### src/sv/kles_pkg.sv
// shared types and constants of the nearest-neighbor entropy sweep
`default_nettype none

package kles_pkg;

    // command codes
    localparam logic CMD_LOAD = 1'b0;
    localparam logic CMD_RUN  = 1'b1;

    // configuration port
    localparam int CFG_INDEX_W = 3;
    localparam int CFG_DATA_W  = 9;

    localparam logic [CFG_INDEX_W-1:0] REG_SAMPLE_COUNT  = 3'd0;
    localparam logic [CFG_INDEX_W-1:0] REG_DIM_MIN       = 3'd1;
    localparam logic [CFG_INDEX_W-1:0] REG_DIM_MAX       = 3'd2;
    localparam logic [CFG_INDEX_W-1:0] REG_LARGEST_DELAY = 3'd3;

    // reset values of the configuration registers
    localparam logic [8:0] SAMPLE_COUNT_RST  = 9'd256;
    localparam logic [4:0] DIM_MIN_RST       = 5'd1;
    localparam logic [4:0] DIM_MAX_RST       = 5'd16;
    localparam logic [7:0] LARGEST_DELAY_RST = 8'd1;

    // fixed point constants
    localparam int               FRAC_BITS    = 16;
    localparam int               SUM_W        = 48;
    localparam logic signed [31:0] LN2_Q30    = 32'sd744261118;
    localparam logic signed [31:0] KL_CONST_Q16 = 32'sd83253;

    typedef struct packed {
        logic               command;
        logic signed [15:0] sample_value;
        logic [7:0]         delay;
    } cmd_word_t;

    typedef struct packed {
        logic signed [31:0] entropy_estimate;
        logic [4:0]         dimension;
        logic               last;
        logic               error_flag;
    } est_word_t;

endpackage

`default_nettype wire

### src/sv/kles_log2.sv
// iterative log2 unit: normalize one bit a cycle, then 16 squaring steps
`default_nettype none

module kles_log2 #(
    parameter int LOGW = 37,
    parameter int EW   = 6
) (
    input  logic             clk,
    input  logic             rst_n,
    input  logic             start,
    input  logic [LOGW-1:0]  value,
    output logic             busy,
    output logic             done,
    output logic [EW+15:0]   result
);
    import kles_pkg::*;

    localparam logic [1:0] L_IDLE = 2'd0;
    localparam logic [1:0] L_NORM = 2'd1;
    localparam logic [1:0] L_ITER = 2'd2;

    logic [1:0]      state_reg;
    logic [LOGW-1:0] v_reg;
    logic [EW-1:0]   e_reg;
    logic [31:0]     y_reg;
    logic [15:0]     r_reg;
    logic [3:0]      k_reg;
    logic            done_reg;
    logic [63:0]     sq;
    logic [32:0]     yy;

    // one squaring step
    assign sq = 64'(y_reg) * 64'(y_reg);
    assign yy = sq[63:31];

    // control
    always_ff @(posedge clk or negedge rst_n)
    begin
        if (!rst_n)
        begin
            state_reg <= L_IDLE;
            k_reg     <= '0;
            done_reg  <= 1'b0;
        end
        else
        begin
            done_reg <= 1'b0;
            case (state_reg)
                L_IDLE:
                begin
                    if (start)
                    begin
                        state_reg <= L_NORM;
                    end
                end
                L_NORM:
                begin
                    if (v_reg[LOGW-1])
                    begin
                        k_reg     <= '0;
                        state_reg <= L_ITER;
                    end
                end
                L_ITER:
                begin
                    k_reg <= k_reg + 4'd1;
                    if (k_reg == 4'd15)
                    begin
                        done_reg  <= 1'b1;
                        state_reg <= L_IDLE;
                    end
                end
                default:
                begin
                    state_reg <= L_IDLE;
                end
            endcase
        end
    end

    // datapath
    always_ff @(posedge clk)
    begin
        case (state_reg)
            L_IDLE:
            begin
                if (start)
                begin
                    v_reg <= value;
                    e_reg <= EW'(LOGW - 1);
                end
            end
            L_NORM:
            begin
                if (v_reg[LOGW-1])
                begin
                    y_reg <= v_reg[LOGW-1 -: 32];
                end
                else
                begin
                    v_reg <= {v_reg[LOGW-2:0], 1'b0};
                    e_reg <= e_reg - 1'b1;
                end
            end
            L_ITER:
            begin
                r_reg <= {r_reg[14:0], yy[32]};
                y_reg <= yy[32] ? yy[32:1] : yy[31:0];
            end
            default:
            begin
                v_reg <= v_reg;
            end
        endcase
    end

    assign busy   = (state_reg != L_IDLE);
    assign done   = done_reg;
    assign result = {e_reg, r_reg};

endmodule

`default_nettype wire

### config.mk
export PLATFORM = sky130hd
export DESIGN_NAME = kles_log2
export DESIGN_NICKNAME = d
export VERILOG_FILES = /design/src/sv/kles_pkg.sv /design/src/sv/kles_log2.sv
export SDC_FILE = /design/constraint.sdc
export NUM_CORES = 2
export LEC_CHECK = 0
export BUFFER_PORTS_ARGS = -buffer_cell sky130_fd_sc_hd__buf_2
export CAP_MARGIN = 20
export CORE_ASPECT_RATIO = 1.4
export CORE_MARGIN = 1
export CORE_UTILIZATION = 41
export CTS_BUF_LIST = sky130_fd_sc_hd__clkbuf_16
export DETAILED_ROUTE_END_ITERATION = 8
export PLACE_DENSITY = 0.65
export REMOVE_ABC_BUFFERS = 1
export SLEW_MARGIN = 15
export SYNTH_ARGS = -nofsm -noshare
export SYNTH_HDL_FRONTEND = slang
export SYNTH_SLANG_ARGS = --single-unit
### constraint.sdc
create_clock -name clk -period 7.41 [get_ports clk]
set_input_delay 0.741 -clock clk [delete_from_list [all_inputs] [get_ports clk]]
set_output_delay 0.741 -clock clk [all_outputs]
set_load 0.02 [all_outputs]
==> flow_summary.yaml <==
placed_design:
  place_congestion: 0.9137
  dp_hpwl_mm: 79.43
  port_buffers: 63
  placed_area_mm2: 0.03903
  dp.cells: 5041
setup_path:
  cp-end-kind: "flip-flop"
  cpMostUsedCell: "fa_1"
  required_ns: 7.62
  arrival_ns: 8.17
  cp_max_fo: 6
  cp_slowest_cell: "fa_1"
  critPathMaxStageDelay_ns: 0.61
  worstSetupStartpointType: "flip-flop"
  criticalPathCategory: "flip-flop to flip-flop"
sta:
  setup_viol: 33
  hold_viol: 0
  relSlewSlack_pct: 58.04
  setup_slack_ns: -0.5534
  tightestPinTransition_ns: 0.6294
  finalMaxSlewViolations: 0
  fin_crit_sh_pct: 107.5
  timing.fmax_mhz: 125.6
  min_period_ns: 7.963
  skew_ns: 0.01023
  grt_setup_unrepaired: "yes"
synth:
  synth_area_leader_cell: "fa_1"
  syn_inst: 3528
  async_flop_share_pct: 7.143
  yosysWarnings: 0
  synth_top_area_share_pct: 47.22
  synth_area_per_cell_um2: 9.506
  synth_flop_cell: "edfxtp_1"
  synth_edf_count: 91
  synth_area_leaders: "fa_1 (47%), ha_1 (11%), inv_1 (11%), edfxtp_1 (8.1%), nand2_1 (4.4%)"
  synth_cell_types: 68
  seq_area_frac_synth_pct: 8.671
  ys_seq_elements: 98
  synthesis.area_mm2: 0.03354
drt:
  avgViaCountPerCell: 4.953
  drtIter0Drc: 1276
  via_count: 25360
  wirelength_mm: 95.47
  post-route-drc-count: 0
  drt-wirelength-per-cell_um: 18.65
  ant_nets: 0
  drtPass1Iterations: 7
clocking:
  cts_sinks: 98
  h-tree-depth: 3
  clk_pin_slew_ns: 0.07
  cts_tree: "built"
  clock-root-buffer: "clkbuf_16"
  cts_hold_buf: 0
  numCtsBuffers: 9
  clkLatencyLatePin_ns: 0.35
  clock_path_buffers: 2
floorplanning:
  core_mm2: 0.08064
  rows: 123
  boundaryPins: 64
  start_util_pct: 41.59
  die_w_um: 243.7
  dieArea_mm2: 0.08296
  die_h_um: 340.4
run_status:
  status: "finished, violations left"
  violations: "setup timing"
grt:
  grt_pass1_wl_mm: 151.0
  antenna_found_initial: 0
  grt_pass1_vias: 28748
  grt.total_usage_pct: 23.74
  grt_max_degree: 67
  gr-total-overflow: 0
finish:
  syn_to_final_growth_pct: 22.71
  layout.nets: 5183
  design_area_mm2: 0.04115
  antenna_cells: 0
  largest_reg_flops: 37
  final_cells: 5120
  drive_above_1_share_pct: 22.65
hold_path:
  hp-class: "input port to asynchronous set/reset pin"
job:
  max_cap_violations: 0
==> final timing paths <==
| check | from | to | slack, ns | cells after the start |
|---|---|---|---|---|
| worst max-delay path | y_reg[7] | y_reg[29] | -0.55 | 27 |
| min in group clk | r_reg[14] | r_reg[15] | 0.45 | 0 |
| max in group asynchronous | rst_n | state_reg[0] | 7.03 | 1 |
| worst max register to register | y_reg[7] | y_reg[29] | -0.55 | 27 |
| worst min-delay path | rst_n | done | 0.22 | 1 |
| worst min register to register | r_reg[14] | r_reg[15] | 0.45 | 0 |
==> logic make-up (layout without fill, tap and decap cells) <==
| kind of cell | Yosys count | count (layout) | synth area share, % |
|---|---|---|---|
| buffers and inverters | 1119 | 1649 | 12.62 |
| adder cells (fa/ha/maj) | 1090 | 1090 | 58.37 |
| AND/OR/NAND/NOR | 806 | 806 | 11.45 |
| AO/OA/AOI/OAI | 305 | 305 | 5.839 |
| flip-flops | 98 | 98 | 8.671 |
| XOR/XNOR | 81 | 81 | 2.171 |
| multiplexers | 29 | 29 | 0.8693 |
==> cell usage after synthesis (3+ instances only) <==
| cell type | count |
|---|---|
| nor4_1 | 3 |
| clkbuf_1 | 124 |
| and2_1 | 231 |
| o21ai_1 | 34 |
| buf_1 | 3 |
| or3_1 | 4 |
| a41oi_1 | 3 |
| nor3_1 | 18 |
| o31a_1 | 3 |
| nand2_1 | 396 |
| xor2_1 | 37 |
| nand3_1 | 18 |
| inv_1 | 979 |
| a211oi_1 | 5 |
| nor2_1 | 74 |
| and3_1 | 10 |
| xnor2_1 | 43 |
| nand2b_1 | 9 |
| a311oi_1 | 3 |
| a21oi_1 | 80 |
| ha_1 | 299 |
| buf_6 | 3 |
| o211ai_1 | 10 |
| nand4_1 | 19 |
| nor3b_1 | 3 |
| mux2i_1 | 28 |
| o2111ai_1 | 3 |
| o21a_1 | 8 |
| edfxtp_1 | 91 |
| a211o_1 | 3 |
| dfrtp_1 | 7 |
| a31oi_1 | 8 |
| a221o_1 | 3 |
| a21o_1 | 17 |
| or2_2 | 6 |
| nor2b_1 | 13 |
| buf_2 | 8 |
| o21ai_0 | 72 |
| o21bai_1 | 14 |
| a31o_2 | 13 |
| fa_1 | 791 |
==> area by class of cell <==
class / instances / area, um^2
fill: 7370 / 39490
multi-input combinational: 2311 / 27440
timing repair buffer: 652 / 5503
inverter: 981 / 3699
sequential: 98 / 2908
tap: 1062 / 1329
clock buffer: 9 / 225.2
clock inverter: 7 / 52.55
==> what timing repair did <==
action                                  4_1_cts  5_1_grt
resized for setup                           170      133
pin swaps                                   115      123
buffers inserted                             45       17
cloned                                        7        0
endpoints found under the setup margin       33       33
==> placed cells by master, fill, tap and decap left out, types with 17 or more instances in the layout <==
master	count
nor2_1	65
nand4_1	19
buf_4	516
fa_2	55
xor2_1	35
buf_2	63
buf_12	46
xnor2_1	40
a21o_1	17
and2_1	210
a21oi_1	67
o21ai_0	60
fa_1	736
buf_6	20
and2_4	21
o21ai_1	38
ha_4	27
nand3_1	18
inv_2	25
ha_1	269
nand2_1	377
mux2i_1	24
edfxtp_1	91
inv_1	953
==> per-layer routing <==
layer	track usage [%]	share of wire [%]
met2	45.96	56
met5	0	0
met1	24.99	35
met3	2.334	3.3
met4	12.40	6.2
==> worst max-delay path: cells and delay by family (launching register included) <==
kind / cells / cell delay [ns]
adders and majority gates: 9 / 4.45
DFF: 1 / 0.45
xor gates and xnor gates: 1 / 0.12
buffers and inverters: 7 / 0.85
AOI/OAI and AO/OA: 4 / 0.79
and+or+nand+nor: 6 / 1.12
==> metrics by stage <==
| stage | utilization (%) | setup WS [ns] | hold slack (ns) | setup TNS [ns] |
|---|---|---|---|---|
| floorplan | - | -0.8017 | 0.4454 | -21.43 |
| global placement | 48.40 | -0.7647 | 0.4229 | -20.01 |
| detailed placement | 48.40 | -0.8066 | 0.4322 | -23.62 |
| CTS | 50.37 | -0.5113 | 0.2114 | -14.23 |
| global route | 51.03 | -0.7295 | 0.2107 | -20.97 |
| finish | 51.03 | -0.5534 | 0.2171 | -14.24 |
Power is not shown: default switching activity piles up to over one toggle a cycle in this logic, so the estimate is an artifact.
