<file path="config.mk">
export PLATFORM = sky130hd
export DESIGN_NAME = kles_div
export DESIGN_NICKNAME = d
export VERILOG_FILES = /design/src/sv/kles_pkg.sv /design/src/sv/kles_div.sv
export SDC_FILE = /design/constraint.sdc
export NUM_CORES = 1
export LEC_CHECK = 0
export ABC_AREA = 1
export BUFFER_PORTS_ARGS = -buffer_cell sky130_fd_sc_hd__buf_2
export CAP_MARGIN = 5
export CORE_MARGIN = 1
export CORE_UTILIZATION = 45
export CTS_CLUSTER_SIZE = 12
export DETAILED_ROUTE_END_ITERATION = 8
export PLACE_DENSITY = 0.79
export SYNTH_ARGS = -nofsm -noshare
export SYNTH_HDL_FRONTEND = slang
export SYNTH_SLANG_ARGS = --single-unit
</file>
<file path="constraint.sdc">
create_clock -name clk -period 2.3 [get_ports clk]
set_input_delay 0.345 -clock clk [delete_from_list [all_inputs] [get_ports clk]]
set_output_delay 0.345 -clock clk [all_outputs]
set_load 0.03 [all_outputs]
</file>
<file path="src/sv/kles_pkg.sv">
// shared types and constants of the nearest-neighbor entropy sweep
`default_nettype none

package kles_pkg;

    // command codes
    localparam logic CMD_LOAD = 1'b0;
    localparam logic CMD_RUN  = 1'b1;

    // configuration port
    localparam int CFG_INDEX_W = 3;
    localparam int CFG_DATA_W  = 9;

    localparam logic [CFG_INDEX_W-1:0] REG_SAMPLE_COUNT  = 3'd0;
    localparam logic [CFG_INDEX_W-1:0] REG_DIM_MIN       = 3'd1;
    localparam logic [CFG_INDEX_W-1:0] REG_DIM_MAX       = 3'd2;
    localparam logic [CFG_INDEX_W-1:0] REG_LARGEST_DELAY = 3'd3;

    // reset values of the configuration registers
    localparam logic [8:0] SAMPLE_COUNT_RST  = 9'd256;
    localparam logic [4:0] DIM_MIN_RST       = 5'd1;
    localparam logic [4:0] DIM_MAX_RST       = 5'd16;
    localparam logic [7:0] LARGEST_DELAY_RST = 8'd1;

    // fixed point constants
    localparam int               FRAC_BITS    = 16;
    localparam int               SUM_W        = 48;
    localparam logic signed [31:0] LN2_Q30    = 32'sd744261118;
    localparam logic signed [31:0] KL_CONST_Q16 = 32'sd83253;

    typedef struct packed {
        logic               command;
        logic signed [15:0] sample_value;
        logic [7:0]         delay;
    } cmd_word_t;

    typedef struct packed {
        logic signed [31:0] entropy_estimate;
        logic [4:0]         dimension;
        logic               last;
        logic               error_flag;
    } est_word_t;

endpackage

`default_nettype wire

</file>
<file path="src/sv/kles_div.sv">
// restoring unsigned divider, one quotient bit a cycle
`default_nettype none

module kles_div #(
    parameter int NUMW = 49,
    parameter int DENW = 9
) (
    input  logic            clk,
    input  logic            rst_n,
    input  logic            start,
    input  logic [NUMW-1:0] num,
    input  logic [DENW-1:0] den,
    output logic            busy,
    output logic            done,
    output logic [NUMW-1:0] quot
);
    import kles_pkg::*;

    localparam int CNTW = $clog2(NUMW + 1);

    logic            busy_reg;
    logic            done_reg;
    logic [CNTW-1:0] cnt_reg;
    logic [DENW-1:0] rem_reg;
    logic [DENW-1:0] den_reg;
    logic [NUMW-1:0] q_reg;
    logic [DENW:0]   trial;
    logic            ge;

    // shift in the next numerator bit and try the subtraction
    assign trial = {rem_reg, q_reg[NUMW-1]};
    assign ge    = (trial >= {1'b0, den_reg});

    // control
    always_ff @(posedge clk or negedge rst_n)
    begin
        if (!rst_n)
        begin
            busy_reg <= 1'b0;
            done_reg <= 1'b0;
            cnt_reg  <= '0;
        end
        else
        begin
            done_reg <= 1'b0;
            if (!busy_reg)
            begin
                if (start)
                begin
                    busy_reg <= 1'b1;
                    cnt_reg  <= CNTW'(NUMW);
                end
            end
            else
            begin
                cnt_reg <= cnt_reg - 1'b1;
                if (cnt_reg == CNTW'(1))
                begin
                    busy_reg <= 1'b0;
                    done_reg <= 1'b1;
                end
            end
        end
    end

    // datapath
    always_ff @(posedge clk)
    begin
        if (!busy_reg)
        begin
            if (start)
            begin
                q_reg   <= num;
                den_reg <= den;
                rem_reg <= '0;
            end
        end
        else
        begin
            rem_reg <= ge ? DENW'(trial - {1'b0, den_reg}) : DENW'(trial);
            q_reg   <= {q_reg[NUMW-2:0], ge};
        end
    end

    assign busy = busy_reg;
    assign done = done_reg;
    assign quot = q_reg;

endmodule

`default_nettype wire

</file>
==> results of run 1 <==
per-layer routing:
layer / track usage [%] / vias up / share of wire (%)
met5: 0 / - / 0
met4: 8.46 / 0 / 0.88
li1: - / 1505 / -
met2: 34.0 / 113 / 47
met1: 26.3 / 1367 / 45
met3: 4.81 / 6 / 7.1
worst max path at each step:
stage	start	endpoint	slack [ps]	cells after the start
2_1_floorplan	busy	quot[0]	80	2
3_3_place_gp	quot[48]	rem_reg[7]	240	14
3_5_place_dp	quot[48]	rem_reg[7]	130	14
4_1_cts	quot[48]	rem_reg[7]	100	14
5_1_grt	quot[48]	rem_reg[7]	40	14
6_report	quot[48]	rem_reg[0]	190	12
layout make-up:
class                           instances  area share, %
Clock buffer                           12           3.00
Timing Repair Buffer                  117           13.7
Multi-Input combinational cell        272           27.6
Clock inverter                          4          0.417
Tap cell                              102           2.83
Sequential cell                        75           49.2
Inverter                               40           3.33
critical path, stage by stage, from the launching register on:
cell and delay (ps):
edfxtp_1 420, inv_1 80, ha_1 140, inv_1 70, fa_2 350, nand2_1 70
nand2_1 80, nand3_1 100, nand2_1 90, nand2_2 100, nand2_4 110, o21bai_1 170
nor2_1 60
power by group:
group / leakage [nW] / internal (mW) / switching, mW
clock network: 0.0816 / 0.385 / 0.472
registers: 0.783 / 2.36 / 0.382
logic: 1.43 / 1.01 / 2.21
timing repair:
| item | 4_1_cts | 5_1_grt |
|---|---|---|
| endpoints found under the setup margin | 0 | 4 |
| hold buffers | 1 | 0 |
| endpoints found under the hold margin | 8 | 0 |
| gates resized for setup | 0 | 3 |
Yosys cell counts (all sizes together), types with 2 or more instances:
cell type and count:
o21bai 5, xor2 3, edfxtp 67, a21oi 2, nand2 196, ha 11
dfrtp 8, inv 40, clkbuf 7, nor2 28, o21ai 7, nand3 13
buf 6
logic make-up after synthesis:
logic type	after synthesis	share of synthesized area, %
and+or+nand+nor	241	26.1
DFF	75	60.5
buffers and inverters	53	5.72
AOI/OAI and AO/OA	15	2.43
adders and majority gates	12	4.31
xor gates and xnor gates	4	0.958
through the flow:
stage | power, mW | setup WS [ps] | instance area [um^2]
floorplan | 5.06 | 79.7 | 3660
global placement | 5.85 | 245 | 4330
detailed placement | 5.98 | 126 | 4330
CTS | 6.85 | 99.4 | 4500
global route | 7.33 | 35.7 | 4500
finish | 6.82 | 190 | 4500
==> flow_summary.yaml, run 1 <==
timing:
  rsz0062_at_grt: "no"
  hold_slack_ps: 180
  fin_setup_tns_ps: 0
  skew_ps: 10.2
  period_minus_slack_ps: 2110
  slew_violations: 0
  tightest_slew_ps: 468
  hold_viol_final: 0
  setup_viol: 0
  min_period_over_period_pct: 91.7
  max_freq_mhz: 474
  slew-limit-headroom_pct: 68.7
drt:
  drc_errors: 0
  first_pass_iters: 4
  postRouteAntennaNets: 0
  route.final.wire_length_mm: 8.21
  via_count: 2991
  wl_per_cell_um: 13.2
  post_drt_via_cell_ratio: 4.81
  drt-initial-drc-count: 223
logic_synthesis:
  synth.area.top_cells: "edfxtp_1 55%, nand2_1 20%, dfrtp_1 5.5%"
  syn-cell-area_um2: 3660
  synth_cell_types: 26
  syn_inst: 400
  synth-seq-area-share_pct: 60.5
  yosysWarnings: 0
  synth_ff_type: "edfxtp_1"
  synth_edf_count: 67
  yosys.area.top_type_share_pct: 55.0
  async_reset_ff_share_pct: 10.7
  avgSynthCellArea_um2: 9.14
  syn_nets: 473
  yosys.area.top_type: "edfxtp_1"
  ys_seq_elements: 75
clock_tree:
  clkSinkCount: 75
  cts_buffers: 9
  cts_tree: "done"
  path_clk_slew_ps: 80
  clk_path_buf_depth: 2
  h-tree-depth: 3
  cts-root-buf: "clkbuf_8"
  worstSkewPairLatency_ps: 340
  cts_setup_buffers: 0
setup_path:
  r2r_start: "quot[48]"
  r2r_slack_ps: 190
  worstRegToRegCells: 12
  arrival_ps: 2210
  worst-path-max-fanout: 13
  critical_path_class: "flop to flop"
  start_kind: "flop"
  required_ps: 2400
  r2r_end: "rem_reg[0]"
  end_kind: "flop"
layout:
  n_antenna_cell: 0
  fill_cells: 699
  multiInputGateArea_um2: 1240
  largest_reg_flops: 49
  fin_cells: 622
  nNetsFinal: 588
  final_common_cell: "nand2_1"
  final_cell_mix: "192 x nand2_1, 111 x buf_2, 67 x edfxtp_1"
  drive_above_1_share_pct: 26.7
  area_delta_synth_final_pct: 23.2
  seqCellArea_um2: 2210
  finish.utilization_pct: 57.7
global_routing:
  grt_max_degree: 61
  grt_pass1_wl_mm: 13.5
  gr-total-overflow: 0
  grt_usage_pct: 20.7
  antenna_found_initial: 0
  grt_pass1_vias: 3065
power:
  leakagePower_nw: 2.29
  ir_drop_v: 0.000851
  power_density_nw_per_um2: 1510
floorplanning:
  rows: 32
  die_height_um: 92.1
  die-area_um2: 8490
  start_util_pct: 46.8
  die_w_um: 92.1
  coreArea_um2: 7810
  ios: 112
placement:
  dp_cells: 605
  io_buffers: 111
  gp_congestion: 0.884
  hpwl_mm: 5.88
worst_hold_path:
  hold_depth: 1
  hold_class: "primary input to flop"
  hold_end: "den_reg[6]"
  min_from: "den[6]"
job:
  maxCapViolCount: 0
status:
  status: "completed"
(Power assumes the default switching activity.)
==> inputs of run 2 (changes only) <==
CORE_UTILIZATION = 37   (was 45)
PLACE_DENSITY = 0.69   (was 0.79)
REMOVE_ABC_BUFFERS = 1   (was default)
==> run 2 against run 1 <==
  * Wire length up 0.93%
  * Critical path depth increased by 1
  * Via count about the same
  * Maximum frequency is 1.4% lower
  * Worst setup slack lost 29 ps
  * Total power increased by 7.8%
  * Count of clock-buffer cells in the layout did not move
  * Non-clock buffer count grew 1
  * Sequential share of layout area down 1.8 points
  * Die area rose by 21%
  * Utilization fell by 8.1 points
  * Sequential power hardly changed
  * Highest routed layer unchanged
==> flow_summary.yaml, run 2 (synthesis gave the netlist of run 1 again) <==
timing:
  slew-limit-headroom_pct: 67.2
  tightest_slew_ps: 492
  skew_ps: 10.4
  setup_ws_ps: 161
  hold_viol_final: 0
  period_minus_slack_ps: 2140
  setup_viol: 0
  hold_slack_ps: 162
  slew_violations: 0
  max_freq_mhz: 467
  min_period_over_period_pct: 93.0
status:
  status: "completed"
clock_tree:
  path_clk_slew_ps: 80
  h-tree-depth: 3
  clk_path_buf_depth: 2
  cts_tree: "done"
  worstSkewPairLatency_ps: 350
  cts-root-buf: "clkbuf_8"
  clkSinkCount: 75
  cts_buffers: 9
power:
  leakagePower_nw: 2.36
  power_density_nw_per_um2: 1570
  ir_drop_v: 0.000735
global_routing:
  grt_pass1_wl_mm: 13.2
  gr-total-overflow: 0
  grt_max_degree: 61
  grt_pass1_vias: 2943
  antenna_found_initial: 0
  grt_usage_pct: 16.8
drt:
  route.final.wire_length_mm: 8.28
  first_pass_iters: 4
  via_count: 2992
  drt-initial-drc-count: 136
  drc_errors: 0
  postRouteAntennaNets: 0
  wl_per_cell_um: 12.7
  post_drt_via_cell_ratio: 4.60
layout:
  final_common_cell: "nand2_1"
  finish.utilization_pct: 49.6
  final_cell_mix: "192 x nand2_1, 111 x buf_2, 67 x edfxtp_1"
  largest_reg_flops: 49
  area_delta_synth_final_pct: 27.8
  drive_above_1_share_pct: 27.8
  nNetsFinal: 589
  n_antenna_cell: 0
setup_path:
  r2r_slack_ps: 160
  worst-path-max-fanout: 12
  start_kind: "flop"
  crit_path_start: "quot[48]"
  end_kind: "flop"
  critical_path_class: "flop to flop"
  arrival_ps: 2240
  required_ps: 2400
  r2r_start: "quot[48]"
placement:
  io_buffers: 111
  gp_congestion: 0.834
  hpwl_mm: 5.71
  dp_slack_ps: 148
floorplanning:
  die_w_um: 101
  die_height_um: 101
  coreArea_um2: 9420
  rows: 35
  ios: 112
  die-area_um2: 10300
  start_util_pct: 38.8
worst_hold_path:
  min_from: "den[3]"
  hold_class: "primary input to flop"
job:
  maxCapViolCount: 0
-- run 2: changes by cell type in the layout (fill, tap and decap cells not counted), sizes merged --
cell and change:
buf +1, bufinv +4, clkinv -5, inv +1
-- run 2: stage by stage --
stage	setup TNS (ps)	std cells	total power, mW	area (um^2)
floorplan	-81230	387	5.02	3600
detailed placement	0	631	5.95	4360
finish	0	650	7.36	4670
CTS	0	648	7.36	4640
global route	-2.75	650	7.88	4670
global placement	0	631	5.84	4360
-- run 2: cell type report --
cell class	count	area [um^2]
clock buffer	12	155
clock inverter	4	120
fill	901	4740
inverter	40	150
multi-input combinational	272	1250
sequential	75	2210
tap	129	161
timing repair buffer	118	623
-- run 2: power breakdown --
group | switching [mW] | internal (mW)
logic | 2.23 | 1.03
clock network | 0.492 | 0.891
registers | 0.356 | 2.35
total | 3.08 | 4.28
-- run 2: worst max-delay path: stages (launching register included) --
cell and delay (ps):
edfxtp_1 400, inv_1 70, ha_1 130, inv_1 70, fa_2 350, nand2_1 70
nand2_1 100, nand3_2 90, nand2_1 90, nand2_2 100, nand2_4 110, buf_4 160
nor2_1 80, nor2_1 60
-- run 2: metal layers --
metal / global-route usage, % / vias to the layer above / share of wire (%) / wire length, um
met5: 0 / - / 0 / 0
met1: 20.4 / 1388 / 43 / 3540
met2: 28.1 / 93 / 50 / 4120
met4: 7.02 / 0 / 1.4 / 119
li1: - / 1497 / - / -
met3: 4.76 / 14 / 6.0 / 500
-- run 2: path summary, 6_finish.rpt --
kind                              end  depth (start not counted)
max in group asynchronous        busy                          2
hold reg to reg            cnt_reg[5]                          1
setup / recovery           rem_reg[8]                         13
setup reg to reg           rem_reg[8]                         13
min in group asynchronous  cnt_reg[3]                          2
hold / removal             den_reg[3]                          1
-- run 2: what timing repair did --
| action | CTS | global route |
|---|---|---|
| gates resized for setup | 0 | 4 |
| hold endpoints to repair | 8 | 0 |
| setup endpoints to repair | 0 | 7 |
| hold buffers | 1 | 0 |
| setup buffers | 0 | 2 |
